[config.mk]
export PLATFORM = sky130hd
export DESIGN_NAME = json_value_type_classifier
export DESIGN_NICKNAME = d
export VERILOG_FILES = /design/src/hw/rtl/jvtc_pkg.sv /design/src/hw/rtl/jvtc_step.sv /design/src/hw/rtl/json_value_type_classifier.sv
export SDC_FILE = /design/constraint.sdc
export NUM_CORES = 1
export LEC_CHECK = 0
export ABC_CLOCK_PERIOD_IN_PS = 3300
export BUFFER_PORTS_ARGS = -buffer_cell sky130_fd_sc_hd__buf_4
export CORE_MARGIN = 5
export CORE_UTILIZATION = 51
export DETAILED_ROUTE_END_ITERATION = 16
export PLACE_DENSITY_LB_ADDON = 0.2
export SLEW_MARGIN = 20
export SYNTH_ARGS = -nofsm -noshare
export SYNTH_HDL_FRONTEND = slang
export SYNTH_HIERARCHICAL = 1
export SYNTH_SLANG_ARGS = --single-unit
[constraint.sdc]
create_clock -name clk -period 3.3 [get_ports clk]
set_clock_uncertainty 0.05 [all_clocks]
set_input_delay 0.165 -clock clk [delete_from_list [all_inputs] [get_ports clk]]
set_output_delay 0.165 -clock clk [all_outputs]
set_load 0.05 [all_outputs]
[src/hw/rtl/jvtc_pkg.sv]
`timescale 1ns / 1ps
// ----------------------------------------------------------------------------
// JSON value type classifier package
// Request types, classifier state, class and error codes, keyword tables.
// ----------------------------------------------------------------------------
package jvtc_pkg;

  typedef struct packed {
    logic [7:0] data_byte;
    logic       start_req;
  } in_t;

  typedef struct packed {
    logic [2:0] value_class;
    logic [1:0] error_code;
  } out_t;

  typedef enum logic [6:0] {
    PH_IDLE     = 7'b0000001,
    PH_STR      = 7'b0000010,
    PH_STR_TERM = 7'b0000100,
    PH_NUM_MANT = 7'b0001000,
    PH_NUM_DOT  = 7'b0010000,
    PH_NUM_EXP  = 7'b0100000,
    PH_KEYWORD  = 7'b1000000
  } phase_t;

  typedef struct packed {
    phase_t     phase;
    logic [2:0] keyword_pos;
    logic       last_was_backslash;
    logic       seen_dot;
    logic       is_float_flag;
    logic [1:0] keyword_kind;
  } state_t;

  localparam state_t STATE_RESET = '{
    phase: PH_IDLE, keyword_pos: 3'd0, last_was_backslash: 1'b0,
    seen_dot: 1'b0, is_float_flag: 1'b0, keyword_kind: 2'd0
  };

  localparam logic [2:0] CLS_STRING = 3'd0;
  localparam logic [2:0] CLS_INT    = 3'd1;
  localparam logic [2:0] CLS_FLOAT  = 3'd2;
  localparam logic [2:0] CLS_NULL   = 3'd3;
  localparam logic [2:0] CLS_TRUE   = 3'd4;
  localparam logic [2:0] CLS_FALSE  = 3'd5;
  localparam logic [2:0] CLS_LIST   = 3'd6;
  localparam logic [2:0] CLS_OBJECT = 3'd7;

  localparam logic [1:0] ERR_NONE    = 2'd0;
  localparam logic [1:0] ERR_INVALID = 2'd1;
  localparam logic [1:0] ERR_OPEN    = 2'd2;

  localparam logic [1:0] KW_NULL  = 2'd0;
  localparam logic [1:0] KW_TRUE  = 2'd1;
  localparam logic [1:0] KW_FALSE = 2'd2;

  localparam logic [7:0] CH_NUL       = 8'h00;
  localparam logic [7:0] CH_SPACE     = 8'd32;
  localparam logic [7:0] CH_QUOTE     = 8'h22;
  localparam logic [7:0] CH_BACKSLASH = 8'h5C;
  localparam logic [7:0] CH_MINUS     = 8'h2D;
  localparam logic [7:0] CH_DOT       = 8'h2E;
  localparam logic [7:0] CH_COMMA     = 8'h2C;
  localparam logic [7:0] CH_RBRACKET  = 8'h5D;
  localparam logic [7:0] CH_RBRACE    = 8'h7D;
  localparam logic [7:0] CH_LBRACKET  = 8'h5B;
  localparam logic [7:0] CH_LBRACE    = 8'h7B;
  localparam logic [7:0] CH_ZERO      = 8'd48;
  localparam logic [7:0] CH_COLON     = 8'd58;
  localparam logic [7:0] CH_LOW_E     = 8'h65;
  localparam logic [7:0] CH_UP_E      = 8'h45;
  localparam logic [7:0] CH_LOW_N     = 8'h6E;
  localparam logic [7:0] CH_LOW_T     = 8'h74;
  localparam logic [7:0] CH_LOW_F     = 8'h66;

  function automatic logic is_digit(input logic [7:0] b);
    return (b >= CH_ZERO) && (b < CH_COLON);
  endfunction

  function automatic logic is_terminator(input logic [7:0] b);
    return (b <= CH_SPACE) || (b == CH_RBRACKET) || (b == CH_RBRACE) ||
           (b == CH_COMMA);
  endfunction

  function automatic logic [2:0] kw_len(input logic [1:0] kind);
    return (kind == KW_FALSE) ? 3'd5 : 3'd4;
  endfunction

  function automatic logic [2:0] kw_class(input logic [1:0] kind);
    logic [2:0] c;
    case (kind)
      KW_NULL:  c = CLS_NULL;
      KW_TRUE:  c = CLS_TRUE;
      default:  c = CLS_FALSE;
    endcase
    return c;
  endfunction

  // "null", "true", "false"
  function automatic logic [7:0] kw_char(input logic [1:0] kind,
                                         input logic [2:0] pos);
    logic [7:0] c;
    c = CH_NUL;
    case (kind)
      KW_NULL: begin
        case (pos)
          3'd0:    c = 8'h6E;
          3'd1:    c = 8'h75;
          3'd2:    c = 8'h6C;
          3'd3:    c = 8'h6C;
          default: c = CH_NUL;
        endcase
      end
      KW_TRUE: begin
        case (pos)
          3'd0:    c = 8'h74;
          3'd1:    c = 8'h72;
          3'd2:    c = 8'h75;
          3'd3:    c = 8'h65;
          default: c = CH_NUL;
        endcase
      end
      KW_FALSE: begin
        case (pos)
          3'd0:    c = 8'h66;
          3'd1:    c = 8'h61;
          3'd2:    c = 8'h6C;
          3'd3:    c = 8'h73;
          3'd4:    c = 8'h65;
          default: c = CH_NUL;
        endcase
      end
      default: c = CH_NUL;
    endcase
    return c;
  endfunction

endpackage

[src/hw/rtl/jvtc_step.sv]
`timescale 1ns / 1ps
// ----------------------------------------------------------------------------
// JVTC byte step
// Combinational next-state and result logic for one byte of the stream.
// ----------------------------------------------------------------------------
module jvtc_step (
  input  jvtc_pkg::state_t cur,
  input  jvtc_pkg::in_t    item,
  output jvtc_pkg::state_t nxt,
  output logic             res_valid,
  output jvtc_pkg::out_t   res
);

  logic [7:0] b;
  logic       term;
  logic       dig;

  assign b    = item.data_byte;
  assign term = jvtc_pkg::is_terminator(b);
  assign dig  = jvtc_pkg::is_digit(b);

  always_comb begin
    nxt       = cur;
    res_valid = 1'b0;
    res       = '0;
    if (item.start_req) begin
      nxt = jvtc_pkg::STATE_RESET;
      if (b == jvtc_pkg::CH_QUOTE) begin
        nxt.phase = jvtc_pkg::PH_STR;
      end else if (b == jvtc_pkg::CH_MINUS || dig) begin
        nxt.phase = jvtc_pkg::PH_NUM_MANT;
      end else if (b == jvtc_pkg::CH_LOW_N || b == jvtc_pkg::CH_LOW_T ||
                   b == jvtc_pkg::CH_LOW_F) begin
        nxt.phase        = jvtc_pkg::PH_KEYWORD;
        nxt.keyword_pos  = 3'd1;
        nxt.keyword_kind = (b == jvtc_pkg::CH_LOW_N) ? jvtc_pkg::KW_NULL :
                           (b == jvtc_pkg::CH_LOW_T) ? jvtc_pkg::KW_TRUE :
                                                       jvtc_pkg::KW_FALSE;
      end else begin
        res_valid       = 1'b1;
        res.value_class = (b == jvtc_pkg::CH_LBRACKET) ? jvtc_pkg::CLS_LIST :
                          (b == jvtc_pkg::CH_LBRACE)   ? jvtc_pkg::CLS_OBJECT :
                                                         jvtc_pkg::CLS_STRING;
        res.error_code  = (b == jvtc_pkg::CH_LBRACKET || b == jvtc_pkg::CH_LBRACE)
                          ? jvtc_pkg::ERR_NONE : jvtc_pkg::ERR_INVALID;
      end
    end else begin
      case (cur.phase)
        jvtc_pkg::PH_IDLE: begin
          nxt = cur;
        end
        jvtc_pkg::PH_STR: begin
          if (b == jvtc_pkg::CH_NUL) begin
            res_valid      = 1'b1;
            res.error_code = jvtc_pkg::ERR_OPEN;
          end else if (b == jvtc_pkg::CH_QUOTE && !cur.last_was_backslash) begin
            nxt.phase = jvtc_pkg::PH_STR_TERM;
          end else begin
            nxt.last_was_backslash = (b == jvtc_pkg::CH_BACKSLASH);
          end
        end
        jvtc_pkg::PH_STR_TERM: begin
          res_valid       = 1'b1;
          res.value_class = jvtc_pkg::CLS_STRING;
          res.error_code  = term ? jvtc_pkg::ERR_NONE : jvtc_pkg::ERR_INVALID;
        end
        jvtc_pkg::PH_NUM_MANT: begin
          if (dig) begin
            nxt = cur;
          end else if (b == jvtc_pkg::CH_DOT) begin
            if (cur.seen_dot) begin
              res_valid      = 1'b1;
              res.error_code = jvtc_pkg::ERR_INVALID;
            end else begin
              nxt.seen_dot      = 1'b1;
              nxt.is_float_flag = 1'b1;
              nxt.phase         = jvtc_pkg::PH_NUM_DOT;
            end
          end else if (b == jvtc_pkg::CH_LOW_E || b == jvtc_pkg::CH_UP_E) begin
            nxt.is_float_flag = 1'b1;
            nxt.phase         = jvtc_pkg::PH_NUM_EXP;
          end else begin
            res_valid = 1'b1;
            if (term) begin
              res.value_class = cur.is_float_flag ? jvtc_pkg::CLS_FLOAT
                                                  : jvtc_pkg::CLS_INT;
            end else begin
              res.error_code = jvtc_pkg::ERR_INVALID;
            end
          end
        end
        jvtc_pkg::PH_NUM_DOT: begin
          if (dig) begin
            nxt.phase = jvtc_pkg::PH_NUM_MANT;
          end else begin
            res_valid      = 1'b1;
            res.error_code = jvtc_pkg::ERR_INVALID;
          end
        end
        jvtc_pkg::PH_NUM_EXP: begin
          if (!dig) begin
            res_valid = 1'b1;
            if (term) begin
              res.value_class = jvtc_pkg::CLS_FLOAT;
            end else begin
              res.error_code = jvtc_pkg::ERR_INVALID;
            end
          end
        end
        jvtc_pkg::PH_KEYWORD: begin
          if (cur.keyword_kind == 2'd3 ||
              cur.keyword_pos > jvtc_pkg::kw_len(cur.keyword_kind)) begin
            nxt = jvtc_pkg::STATE_RESET;
          end else if (cur.keyword_pos == jvtc_pkg::kw_len(cur.keyword_kind)) begin
            res_valid = 1'b1;
            if (term) begin
              res.value_class = jvtc_pkg::kw_class(cur.keyword_kind);
            end else begin
              res.error_code = jvtc_pkg::ERR_INVALID;
            end
          end else if (b != jvtc_pkg::kw_char(cur.keyword_kind, cur.keyword_pos)) begin
            res_valid      = 1'b1;
            res.error_code = jvtc_pkg::ERR_INVALID;
          end else begin
            nxt.keyword_pos = cur.keyword_pos + 3'd1;
          end
        end
        default: begin
          nxt = jvtc_pkg::STATE_RESET;
        end
      endcase
      if (res_valid) begin
        nxt = jvtc_pkg::STATE_RESET;
      end
    end
  end

endmodule

[src/hw/rtl/json_value_type_classifier.sv]
`timescale 1ns / 1ps
// ----------------------------------------------------------------------------
// JSON value type classifier
// Streaming classifier of one JSON value per start byte: one byte a request.
// ----------------------------------------------------------------------------
// One byte is taken every cycle when the result side keeps up. A byte is held in
// the input register, is decoded by the step logic against the running
// classifier state, and any result lands in the output register. Brackets
// classify on their own byte; scalars on the terminator byte after them. A
// byte that carries start_req abandons any value in progress without a result.
// ----------------------------------------------------------------------------
module json_value_type_classifier (
  input  logic           clk,
  input  logic           rst_n,
  input  logic           in_valid,
  output logic           in_ready,
  input  jvtc_pkg::in_t  in_data,
  output logic           out_valid,
  input  logic           out_ready,
  output jvtc_pkg::out_t out_data
);

  logic              s1_valid_r;
  jvtc_pkg::in_t     s1_data_r;
  jvtc_pkg::state_t  state_r;
  jvtc_pkg::state_t  state_nxt;
  logic              out_valid_r;
  jvtc_pkg::out_t    out_data_r;
  logic              res_valid;
  jvtc_pkg::out_t    res;
  logic              adv;

  assign adv       = !out_valid_r || out_ready;
  assign in_ready  = !s1_valid_r || adv;
  assign out_valid = out_valid_r;
  assign out_data  = out_data_r;

  jvtc_step u_step (
    .cur       (state_r),
    .item      (s1_data_r),
    .nxt       (state_nxt),
    .res_valid (res_valid),
    .res       (res)
  );

  always_ff @(posedge clk) begin
    if (!rst_n) begin
      s1_valid_r  <= 1'b0;
      out_valid_r <= 1'b0;
      state_r     <= jvtc_pkg::STATE_RESET;
    end else begin
      if (in_ready) begin
        s1_valid_r <= in_valid;
      end
      if (adv) begin
        out_valid_r <= s1_valid_r && res_valid;
        if (s1_valid_r) begin
          state_r <= state_nxt;
        end
      end
    end
  end

  always_ff @(posedge clk) begin
    if (in_ready && in_valid) begin
      s1_data_r <= in_data;
    end
    if (adv && s1_valid_r && res_valid) begin
      out_data_r <= res;
    end
  end

  a_state_onehot: assert property (@(posedge clk) disable iff (!rst_n)
    $onehot(state_r.phase))
    else $error("classifier phase not one-hot");

  a_idle_after_result: assert property (@(posedge clk) disable iff (!rst_n)
    (adv && s1_valid_r && res_valid) |=> (state_r == jvtc_pkg::STATE_RESET))
    else $error("state not cleared after result");

  a_error_class_zero: assert property (@(posedge clk) disable iff (!rst_n)
    out_valid_r |-> (out_data_r.error_code == jvtc_pkg::ERR_NONE ||
                     out_data_r.value_class == jvtc_pkg::CLS_STRING))
    else $error("error result with nonzero class");

  a_error_code_range: assert property (@(posedge clk) disable iff (!rst_n)
    out_valid_r |-> (out_data_r.error_code != 2'd3))
    else $error("undefined error code");

  a_ready_when_empty: assert property (@(posedge clk) disable iff (!rst_n)
    !out_valid_r |-> in_ready)
    else $error("input stalled with empty output register");

endmodule
==> run metrics, run 1 <==
CP Capture Type=register; CP Max Fanout=5; Slew headroom=63.2%; unrepaired setup endpoints after global routing=false; crit path time final=3.09 ns; total clock sinks=31; Mapped Nets=325; CTS Buf Count=5; Initial DRT Pass Iterations=5; largest net degree at the start of global routing=32; DRC errors left=0; number of setup violations in the final report=0; Synth Instances=306; Port Buffers=19; CP Class=register to register; Die X=80.7 um; layout cells sized above 1=19.2%; n_diodes=0; Placer Congestion=0.955; ANT nets after route=0; die area=between 0.006 and 0.007 sq mm; CTS tree=built; Fillers=427; Final nets=roughly 360; total grt overflow=0; Root Driver=clkbuf_8; Post-synth ARST share=0%; DR vias=roughly 2,400; DP Worst Slack=-0.00561 ns; Wirelength per Cell=around 16 um; synth warn=6; final hold viol count=0; Cell Area, Synth=roughly 0.0026 sq mm; die height=approximately 81 um; FF+latch count, synth=31; Iter 0 DRT Violations=142; Synth cell types=72; leakage power=about 1.1 nW; Peak VDD IR=234 uV; core area=0.00479 sq mm; Setup crit start kind=register; syn avg cell area=8.34 sq um; Cell Pwr Density=286 mW/mm^2; most common library cells after synthesis=nand2_1 (56), nor2_1 (23), dfxtp_1 (17), mux2i_1 (17), edfxtp_1 (14); design area=0.00298 sq mm; crit path DAT=3.27 ns; top-count cell post-synth=nand2_1; largest cells by area after synthesis=edfxtp_1 (16%), dfxtp_1 (13%), nand2_1 (8.2%), mux2i_1 (6.7%), nor2_1 (3.4%); Power, Total=0.852 mW; crit share post-route=93.8%; sequential share of the synthesized area=29.8%; status=finished clean; Final Slew Violations=0; Setup TNS=0 ns; Post-DP HPWL=a little under 5 mm; routed wire length=6.59 mm; fmax=about 320 MHz; area grow syn2layout=16.6%; I/O Pins=20; Post-DP Area=0.00278 sq mm; final worst slack=0.205 ns; Vias/cell=approximately 6; Worst Max-Slew Pin Slew=~0.54 ns; clk buf depth=2; Yosys top cell area share=16.5%; Top FF cell, synth=dfxtp_1; global-route wire length before repair=~11 mm; initial antenna violation count=0; postcts setup bufs=0; Synth area leader=edfxtp_1; Max Cap Viol=0; clock slew seen by the registers of the worst setup and hold paths=0.07 ns; # H-tree levels=2; Clock Latency Late Sink=around 0.29 ns; Total GRT Usage=21.0%; Post-synth EDFFs=14; Required @ worst endpoint=3.47 ns; vias in the first global route=approximately 2,200; # rows=25; worst hold-check path type=input port to register; Final Core Density=approximately 62%; Initial Util=53.3%
==> critical path, cell delays in order, from the launching register on <==
cell and delay [ns]:
dfxtp_1 0.33, inv_1 0.10, ha_1 0.28, nor2b_1 0.16, o21a_1 0.20, or3_1 0.34
a211o_1 0.33, o41a_1 0.42, a2111o_2 0.45, a221oi_2 0.19, nand2_1 0.07, mux2i_1 0.12
==> path summary, 6_finish.rpt <==
| path | from | end | slack (ns) | cells past startpoint |
|---|---|---|---|---|
| worst max-delay path | state_r[5]$_SDFFE_PN0P_ | state_r[12]$_SDFFE_PN0P_ | 0.21 | 11 |
| worst min-delay path | in_valid | s1_valid_r$_SDFFE_PN0P_ | 0.08 | 3 |
| worst min register to register | state_r[3]$_SDFFE_PN0P_ | state_r[3]$_SDFFE_PN0P_ | 0.43 | 2 |
| worst max register to register | state_r[5]$_SDFFE_PN0P_ | state_r[12]$_SDFFE_PN0P_ | 0.21 | 11 |
==> cells in the final DEF, fill, tap and decap left out, drive strengths merged, types with 4 or more instances in the layout <==
cell type	n
nand3	7
o21ai	15
buf	35
nor3	10
dfxtp	17
and3b	4
dlygate4sd3	9
mux2i	17
nor2b	7
ha	6
nand4	4
nor4b	4
nand2	56
inv	13
edfxtp	14
xnor2	5
nor4	5
nor2	25
clkbuf	7
a21oi	13
or3	4
==> metrics by stage <==
step	instances	hold WS [ns]
2_1_floorplan	306	0.214
3_3_place_gp	388	0.293
3_5_place_dp	388	0.294
4_1_cts	400	0.000533
5_1_grt	406	0.0945
6_report	406	0.0814
==> report_power, final <==
part / internal [mW] / switching (mW) / total, mW / leakage (nW)
clock network: 0.167 / 0.142 / 0.309 / 0.0459
logic: 0.0486 / 0.0635 / 0.112 / 0.763
registers: 0.413 / 0.0175 / 0.430 / 0.270
total: 0.628 / 0.224 / 0.852 / 1.08
==> sequential cells by signal (all words and copies together), names as in the netlist <==
register / flops
s1_data_r: 9
s1_valid_r: 1
out_valid: 1
out_data: 5
state_r: 15
==> what timing repair did <==
item	4_1_cts	5_1_grt
pin swaps	0	1
setup endpoints to repair	6	10
hold buffers	4	5
gates resized for setup	1	2
gates cloned	0	1
hold endpoints to repair	4	5
==> final cells by class <==
type / count / area (sq um) / area share [%]
clock inverter: 1 / 3.75 / 0.126
tap: 67 / 83.8 / 2.82
timing repair buffer: 44 / 353 / 11.9
sequential: 31 / 762 / 25.6
multi-input combinational: 243 / 1640 / 55.0
clock buffer: 7 / 86.3 / 2.90
inverter: 13 / 48.8 / 1.64
==> routing by layer <==
metal | share of wire, % | GRT usage (%) | up-vias
li1 | - | - | 1189
met1 | 44 | 27.2 | 1123
met2 | 48 | 35.3 | 99
met3 | 6.1 | 4.21 | 13
met4 | 1.5 | 6.59 | 0
met5 | 0 | 0 | -
==> cell families (layout without fill, tap and decap cells) <==
| group | Yosys count | in the layout | synth area share (%) |
|---|---|---|---|
| AO/OA/AOI/OAI | 64 | 65 | 18.9 |
| buffers and inverters | 33 | 65 | 6.57 |
| multiplexers | 18 | 18 | 7.11 |
| adder cells (fa/ha/maj) | 6 | 6 | 2.94 |
| flip-flops | 31 | 31 | 29.8 |
| AND/OR/NAND/NOR | 146 | 146 | 31.9 |
| XOR/XNOR | 8 | 8 | 2.75 |
(Power assumes the default switching activity.)
==> inputs of run 2 (changes only) <==
--- a/config.mk
+++ b/config.mk
@@ -11,6 +11,7 @@
 export CORE_UTILIZATION = 51
 export DETAILED_ROUTE_END_ITERATION = 16
 export PLACE_DENSITY_LB_ADDON = 0.2
+export REMOVE_ABC_BUFFERS = 1
 export SLEW_MARGIN = 20
 export SYNTH_ARGS = -nofsm -noshare
 export SYNTH_HDL_FRONTEND = slang
==> run 2 against run 1 <==
- count of clock-buffer cells in the layout did not move
- power is 2.1% lower
- via count shrank 1.2%
- non-clock buffer count down 2
- critical path depth did not move
- die area unchanged
- critical path type unchanged
==> run metrics, run 2 (synthesized netlist as in run 1, its figures left out) <==
status=finished clean (unchanged); Initial Util=53.3% (unchanged); CTS tree=built (unchanged); Final nets=355 (was 357); Cell Int Power=0.610 mW (was 0.628 mW); clk buf depth=2 (unchanged); Vias/cell=5.93 (was 5.97); fmax=323 MHz (about the same); Wirelength per Cell=15.6 um (was 16.2 um); Iter 0 DRT Violations=216 (was 142); Initial DRT Pass Iterations=5 (unchanged); most common cell after layout, fill and taps aside=nand2_1 (unchanged); crit share post-route=93.9% (was 93.8%); leakage power=1.07 nW (was 1.08 nW); sequential share of power=51.4% (was 50.5%); ANT nets after route=0 (unchanged); number of setup violations in the final report=0 (unchanged); Total GRT Usage=21.1% (was 21.0%); NetSw=0.224 mW (about the same); Final Slew Violations=0 (unchanged); vias in the first global route=2,168 (was 2,247); worst hold-check path type=input port to register (unchanged); Cell Pwr Density=279 mW/mm^2 (was 286 mW/mm^2); crit path time final=3.10 ns (was 3.09 ns); CP Capture Type=register (unchanged); Worst Max-Slew Pin Slew=0.564 ns (was 0.544 ns); Slew headroom=61.9% (was 63.2%); layout cells sized above 1=20.5% (was 19.2%); Clock Latency Late Sink=0.29 ns (about the same); Setup TNS=0 ns (unchanged); die height=80.7 um (unchanged); clock slew seen by the registers of the worst setup and hold paths=0.07 ns (about the same); Max Cap Viol=0 (unchanged); Peak VDD IR=235 uV (was 234 uV); DR vias=2,395 (was 2,424); I/O Pins=20 (unchanged); Final Hold Slack=0.0639 ns (was 0.0814 ns); fin cells=404 (was 406); Die X=80.7 um (unchanged); Top reg by flops=state_r (unchanged); # H-tree levels=2 (unchanged); Setup crit start kind=register (unchanged); number of flip-flops under the largest register name=15 (unchanged); Post-DP HPWL=4.58 mm (was 4.90 mm); unrepaired setup endpoints after global routing=false (unchanged); Required @ worst endpoint=3.46 ns (was 3.47 ns); Final Core Density=62.5% (was 62.2%); Port Buffers=19 (unchanged); CTS Buf Count=5 (unchanged); # rows=25 (unchanged); core area=0.00479 sq mm (unchanged); total clock sinks=31 (unchanged); Root Driver=clkbuf_8 (unchanged); area grow syn2layout=17.1% (was 16.6%); total grt overflow=0 (unchanged); n_diodes=0 (unchanged); global-route wire length before repair=10.7 mm (about the same); final hold viol count=0 (unchanged); die area=0.00652 sq mm (unchanged); crit path DAT=3.26 ns (was 3.27 ns); Clk network pwr share=35.0% (was 36.3%); initial antenna violation count=0 (unchanged); DRC errors left=0 (unchanged); CP Class=register to register (unchanged); switch share=26.8% (was 26.2%); placed insts=386 (was 388); routed wire length=6.31 mm (was 6.59 mm); Placer Congestion=0.927 (was 0.955); commonest cells after routing, fill and taps aside=nand2_1 (56), buf_4 (33), nor2_1 (23) (was nand2_1 (56), buf_4 (35), nor2_1 (23)); largest net degree at the start of global routing=32 (unchanged); Logic pwr share=13.6% (was 13.2%); CP Max Fanout=5 (unchanged)
run 2: final timing paths:
| check | from | end | slack (ns) | cells after the start |
|---|---|---|---|---|
| hold / removal | in_valid | s1_valid_r$_SDFFE_PN0P_ | 0.06 | 3 |
| setup / recovery | state_r[6]$_SDFFE_PN0P_ | state_r[13]$_SDFFE_PN0P_ | 0.20 | 11 |
| hold reg to reg | state_r[3]$_SDFFE_PN0P_ | state_r[3]$_SDFFE_PN0P_ | 0.43 | 2 |
| setup reg to reg | state_r[6]$_SDFFE_PN0P_ | state_r[13]$_SDFFE_PN0P_ | 0.20 | 11 |
run 2: final cells by class:
class | instances | area [sq um]
clock buffer | 7 | 76.3
clock inverter | 1 | 5.00
fill | 432 | 1800
inverter | 13 | 48.8
multi-input combinational | 243 | 1670
sequential | 31 | 763
tap | 67 | 83.8
timing repair buffer | 42 | 338
run 2: through the flow:
step / total power, mW / worst slack [ns] / cell area [sq um]
after floorplan: 0.497 / 0.149 / 2430
after global placement: 0.538 / 0.0860 / 2770
after detailed placement: 0.539 / 0.0166 / 2770
after CTS: 0.840 / 0.0932 / 2920
after global routing: 0.882 / 0.00634 / 2990
final: 0.834 / 0.200 / 2990
run 2: power groups by stage:
stage	Combinational, mW	Sequential [mW]	Clock, mW
final	0.113	0.429	0.292
after global routing	0.123	0.431	0.328
after CTS	0.109	0.428	0.303
after detailed placement	0.102	0.437	0
after global placement	0.101	0.437	0
after floorplan	0.0547	0.442	0
run 2: layer usage:
layer,up-vias,GRT usage [%],share of wire [%]
li1,1182,-,-
met1,1102,28.7,47
met2,99,32.7,45
met3,12,4.77,6.8
met4,0,7.60,1.6
met5,-,0,0
run 2: worst max-delay path, stage by stage, from the launching register on:
cell	delay [ns]
dfxtp_2	0.38
inv_1	0.10
ha_2	0.22
nor2_1	0.18
a21oi_1	0.10
or3_1	0.32
a211o_1	0.31
o41a_1	0.47
a2111o_2	0.50
nor3_2	0.20
nand2_1	0.06
mux2i_1	0.12
run 2: repair_timing:
action / CTS / global route
setup buffers: 0 / 0
hold endpoints to repair: 7 / 2
endpoints found under the setup margin: 1 / 11
gates resized for setup: 1 / 10
gates cloned: 0 / 1
hold buffers: 7 / 2
pin swaps: 1 / 3
==> inputs of run 3 (changes only) <==
--- a/config.mk
+++ b/config.mk
@@ -10,7 +10,7 @@
 export CORE_MARGIN = 5
 export CORE_UTILIZATION = 51
 export DETAILED_ROUTE_END_ITERATION = 16
-export PLACE_DENSITY_LB_ADDON = 0.2
+export PLACE_DENSITY = 0.72
 export REMOVE_ABC_BUFFERS = 1
 export SLEW_MARGIN = 20
 export SYNTH_ARGS = -nofsm -noshare
==> run 3 against run 2 <==
- utilization shrank 0.13 points
- count of clock-buffer cells in the layout is the same
- final cell count grew 0.25%
- critical path depth is the same
- setup slack lost 0.032 ns
- hold slack lost 0.054 ns
- die area is the same
- fmax shrank 1.0%
- combinational power is essentially flat
- non-clock buffer count grew 2
- sequential cell count is the same
- sequential share of layout area is essentially flat
- highest routed layer unchanged
==> run metrics, run 3 (synthesized netlist as in run 1, its figures left out) <==
crit path time final=3.13 ns (was 3.10 ns); clk buf depth=2 (unchanged); Initial DRT Pass Iterations=5 (unchanged); clock slew seen by the registers of the worst setup and hold paths=0.07 ns (about the same); Worst Max-Slew Pin Slew=0.529 ns (was 0.564 ns); Clk network pwr share=40.7% (was 35.0%); Cell Pwr Density=306 mW/mm^2 (was 279 mW/mm^2); # H-tree levels=2 (unchanged); Required @ worst endpoint=3.46 ns (about the same); Final Core Density=62.3% (was 62.5%); I/O Pins=20 (unchanged); ANT nets after route=0 (unchanged); Root Driver=clkbuf_8 (unchanged); largest net degree at the start of global routing=32 (unchanged); fin cells=405 (was 404); Slew headroom=64.2% (was 61.9%); Max Cap Viol=0 (unchanged); worst hold-check path type=input port to register (unchanged); Post-DP Area=0.00279 sq mm (was 0.00277 sq mm); Initial Util=53.3% (unchanged); Logic pwr share=12.3% (was 13.6%); final worst slack=0.168 ns (was 0.200 ns); Peak VDD IR=273 uV (was 235 uV); # rows=25 (unchanged); CP Capture Type=register (unchanged); Final nets=356 (was 355); placed insts=389 (was 386); commonest cells after routing, fill and taps aside=nand2_1 (56), buf_4 (36), nor2_1 (23) (was nand2_1 (56), buf_4 (33), nor2_1 (23)); unrepaired setup endpoints after global routing=false (unchanged); total grt overflow=0 (unchanged); routed wire length=6.34 mm (was 6.31 mm); vias in the first global route=2,275 (was 2,168); Port Buffers=19 (unchanged); number of flip-flops under the largest register name=15 (unchanged); initial antenna violation count=0 (unchanged); Post-DP HPWL=4.69 mm (was 4.58 mm); die height=80.7 um (unchanged); Iter 0 DRT Violations=299 (was 216); Wirelength per Cell=15.7 um (was 15.6 um); CTS tree=built (unchanged); most common cell after layout, fill and taps aside=nand2_1 (unchanged); Clock Latency Late Sink=0.28 ns (was 0.29 ns); Power, Total=0.912 mW (was 0.834 mW); DRC errors left=0 (unchanged); n_diodes=0 (unchanged); sequential share of power=47.0% (was 51.4%); CTS Buf Count=5 (unchanged); Die X=80.7 um (unchanged); core area=0.00479 sq mm (unchanged); leakage power=1.08 nW (was 1.07 nW); Final Hold Slack=0.00941 ns (was 0.0639 ns); number of setup violations in the final report=0 (unchanged); total clock sinks=31 (unchanged); Top reg by flops=state_r (unchanged); NetSw=0.224 mW (about the same); CP Class=register to register (unchanged); Cell Int Power=0.687 mW (was 0.610 mW); Setup crit start kind=register (unchanged); Setup TNS=0 ns (unchanged); CP Max Fanout=10 (was 5); Total GRT Usage=21.0% (was 21.1%); final hold viol count=0 (unchanged); area grow syn2layout=16.9% (was 17.1%); global-route wire length before repair=10.8 mm (was 10.7 mm); switch share=24.6% (was 26.8%); DR vias=2,431 (was 2,395); layout cells sized above 1=19.8% (was 20.5%); fmax=319 MHz (was 323 MHz); die area=0.00652 sq mm (unchanged); DP Worst Slack=0.0748 ns (was 0.0166 ns); Placer Congestion=1.00 (was 0.927); crit path DAT=3.29 ns (was 3.26 ns); Vias/cell=6.00 (was 5.93); status=finished clean (unchanged); Final Slew Violations=0 (unchanged); crit share post-route=94.9% (was 93.9%); design area=0.00298 sq mm (was 0.00299 sq mm)
-- run 3: worst paths after layout --
check | from | end | slack (ns) | cells past startpoint
max | state_r[5]$_SDFFE_PN0P_ | state_r[12]$_SDFFE_PN0P_ | 0.17 | 11
min | in_data[8] | s1_data_r[8]$_DFFE_PP_ | 0.009 | 1
max reg2reg | state_r[5]$_SDFFE_PN0P_ | state_r[12]$_SDFFE_PN0P_ | 0.17 | 11
min reg2reg | state_r[3]$_SDFFE_PN0P_ | state_r[3]$_SDFFE_PN0P_ | 0.43 | 2
-- run 3: per-layer routing --
layer / global-route usage [%] / part of all wire (%) / wire, um / vias up
met4: 5.57 / 1.2 / 78 / 0
met5: 0 / 0 / 0 / -
met2: 33.6 / 44 / 2800 / 107
met3: 4.10 / 8.3 / 527 / 8
li1: - / - / - / 1178
met1: 29.2 / 46 / 2930 / 1138
-- run 3: power groups by stage --
| stage | Clock (mW) | Combinational, mW | Sequential [mW] |
|---|---|---|---|
| final | 0.371 | 0.112 | 0.428 |
| after global routing | 0.398 | 0.122 | 0.430 |
| after global placement | 0 | 0.102 | 0.436 |
| after CTS | 0.376 | 0.104 | 0.428 |
| after floorplan | 0 | 0.0547 | 0.442 |
| after detailed placement | 0 | 0.103 | 0.437 |
-- run 3: critical path, cell delays in order, from the launching register on --
cell and delay, ns:
dfxtp_1 0.33, inv_1 0.10, ha_1 0.29, nor2b_1 0.16, o21a_1 0.20, or3_1 0.35, a211o_1 0.31, o41a_1 0.39
a2111o_2 0.49, a221oi_2 0.20, nand2_1 0.08, mux2i_1 0.12
-- run 3: timing repair --
action,CTS,global route
setup endpoints to repair,0,16
setup buffers,0,0
endpoints found under the hold margin,0,8
hold buffers,0,8
gates resized for setup,0,4
-- run 3: final cells by class --
type | count | area (sq um)
Sequential cell | 31 | 762
Inverter | 13 | 48.8
Clock buffer | 7 | 76.3
Multi-Input combinational cell | 242 | 1630
Fill cell | 431 | 1800
Tap cell | 67 | 83.8
Clock inverter | 1 | 30.0
Timing Repair Buffer | 44 | 350
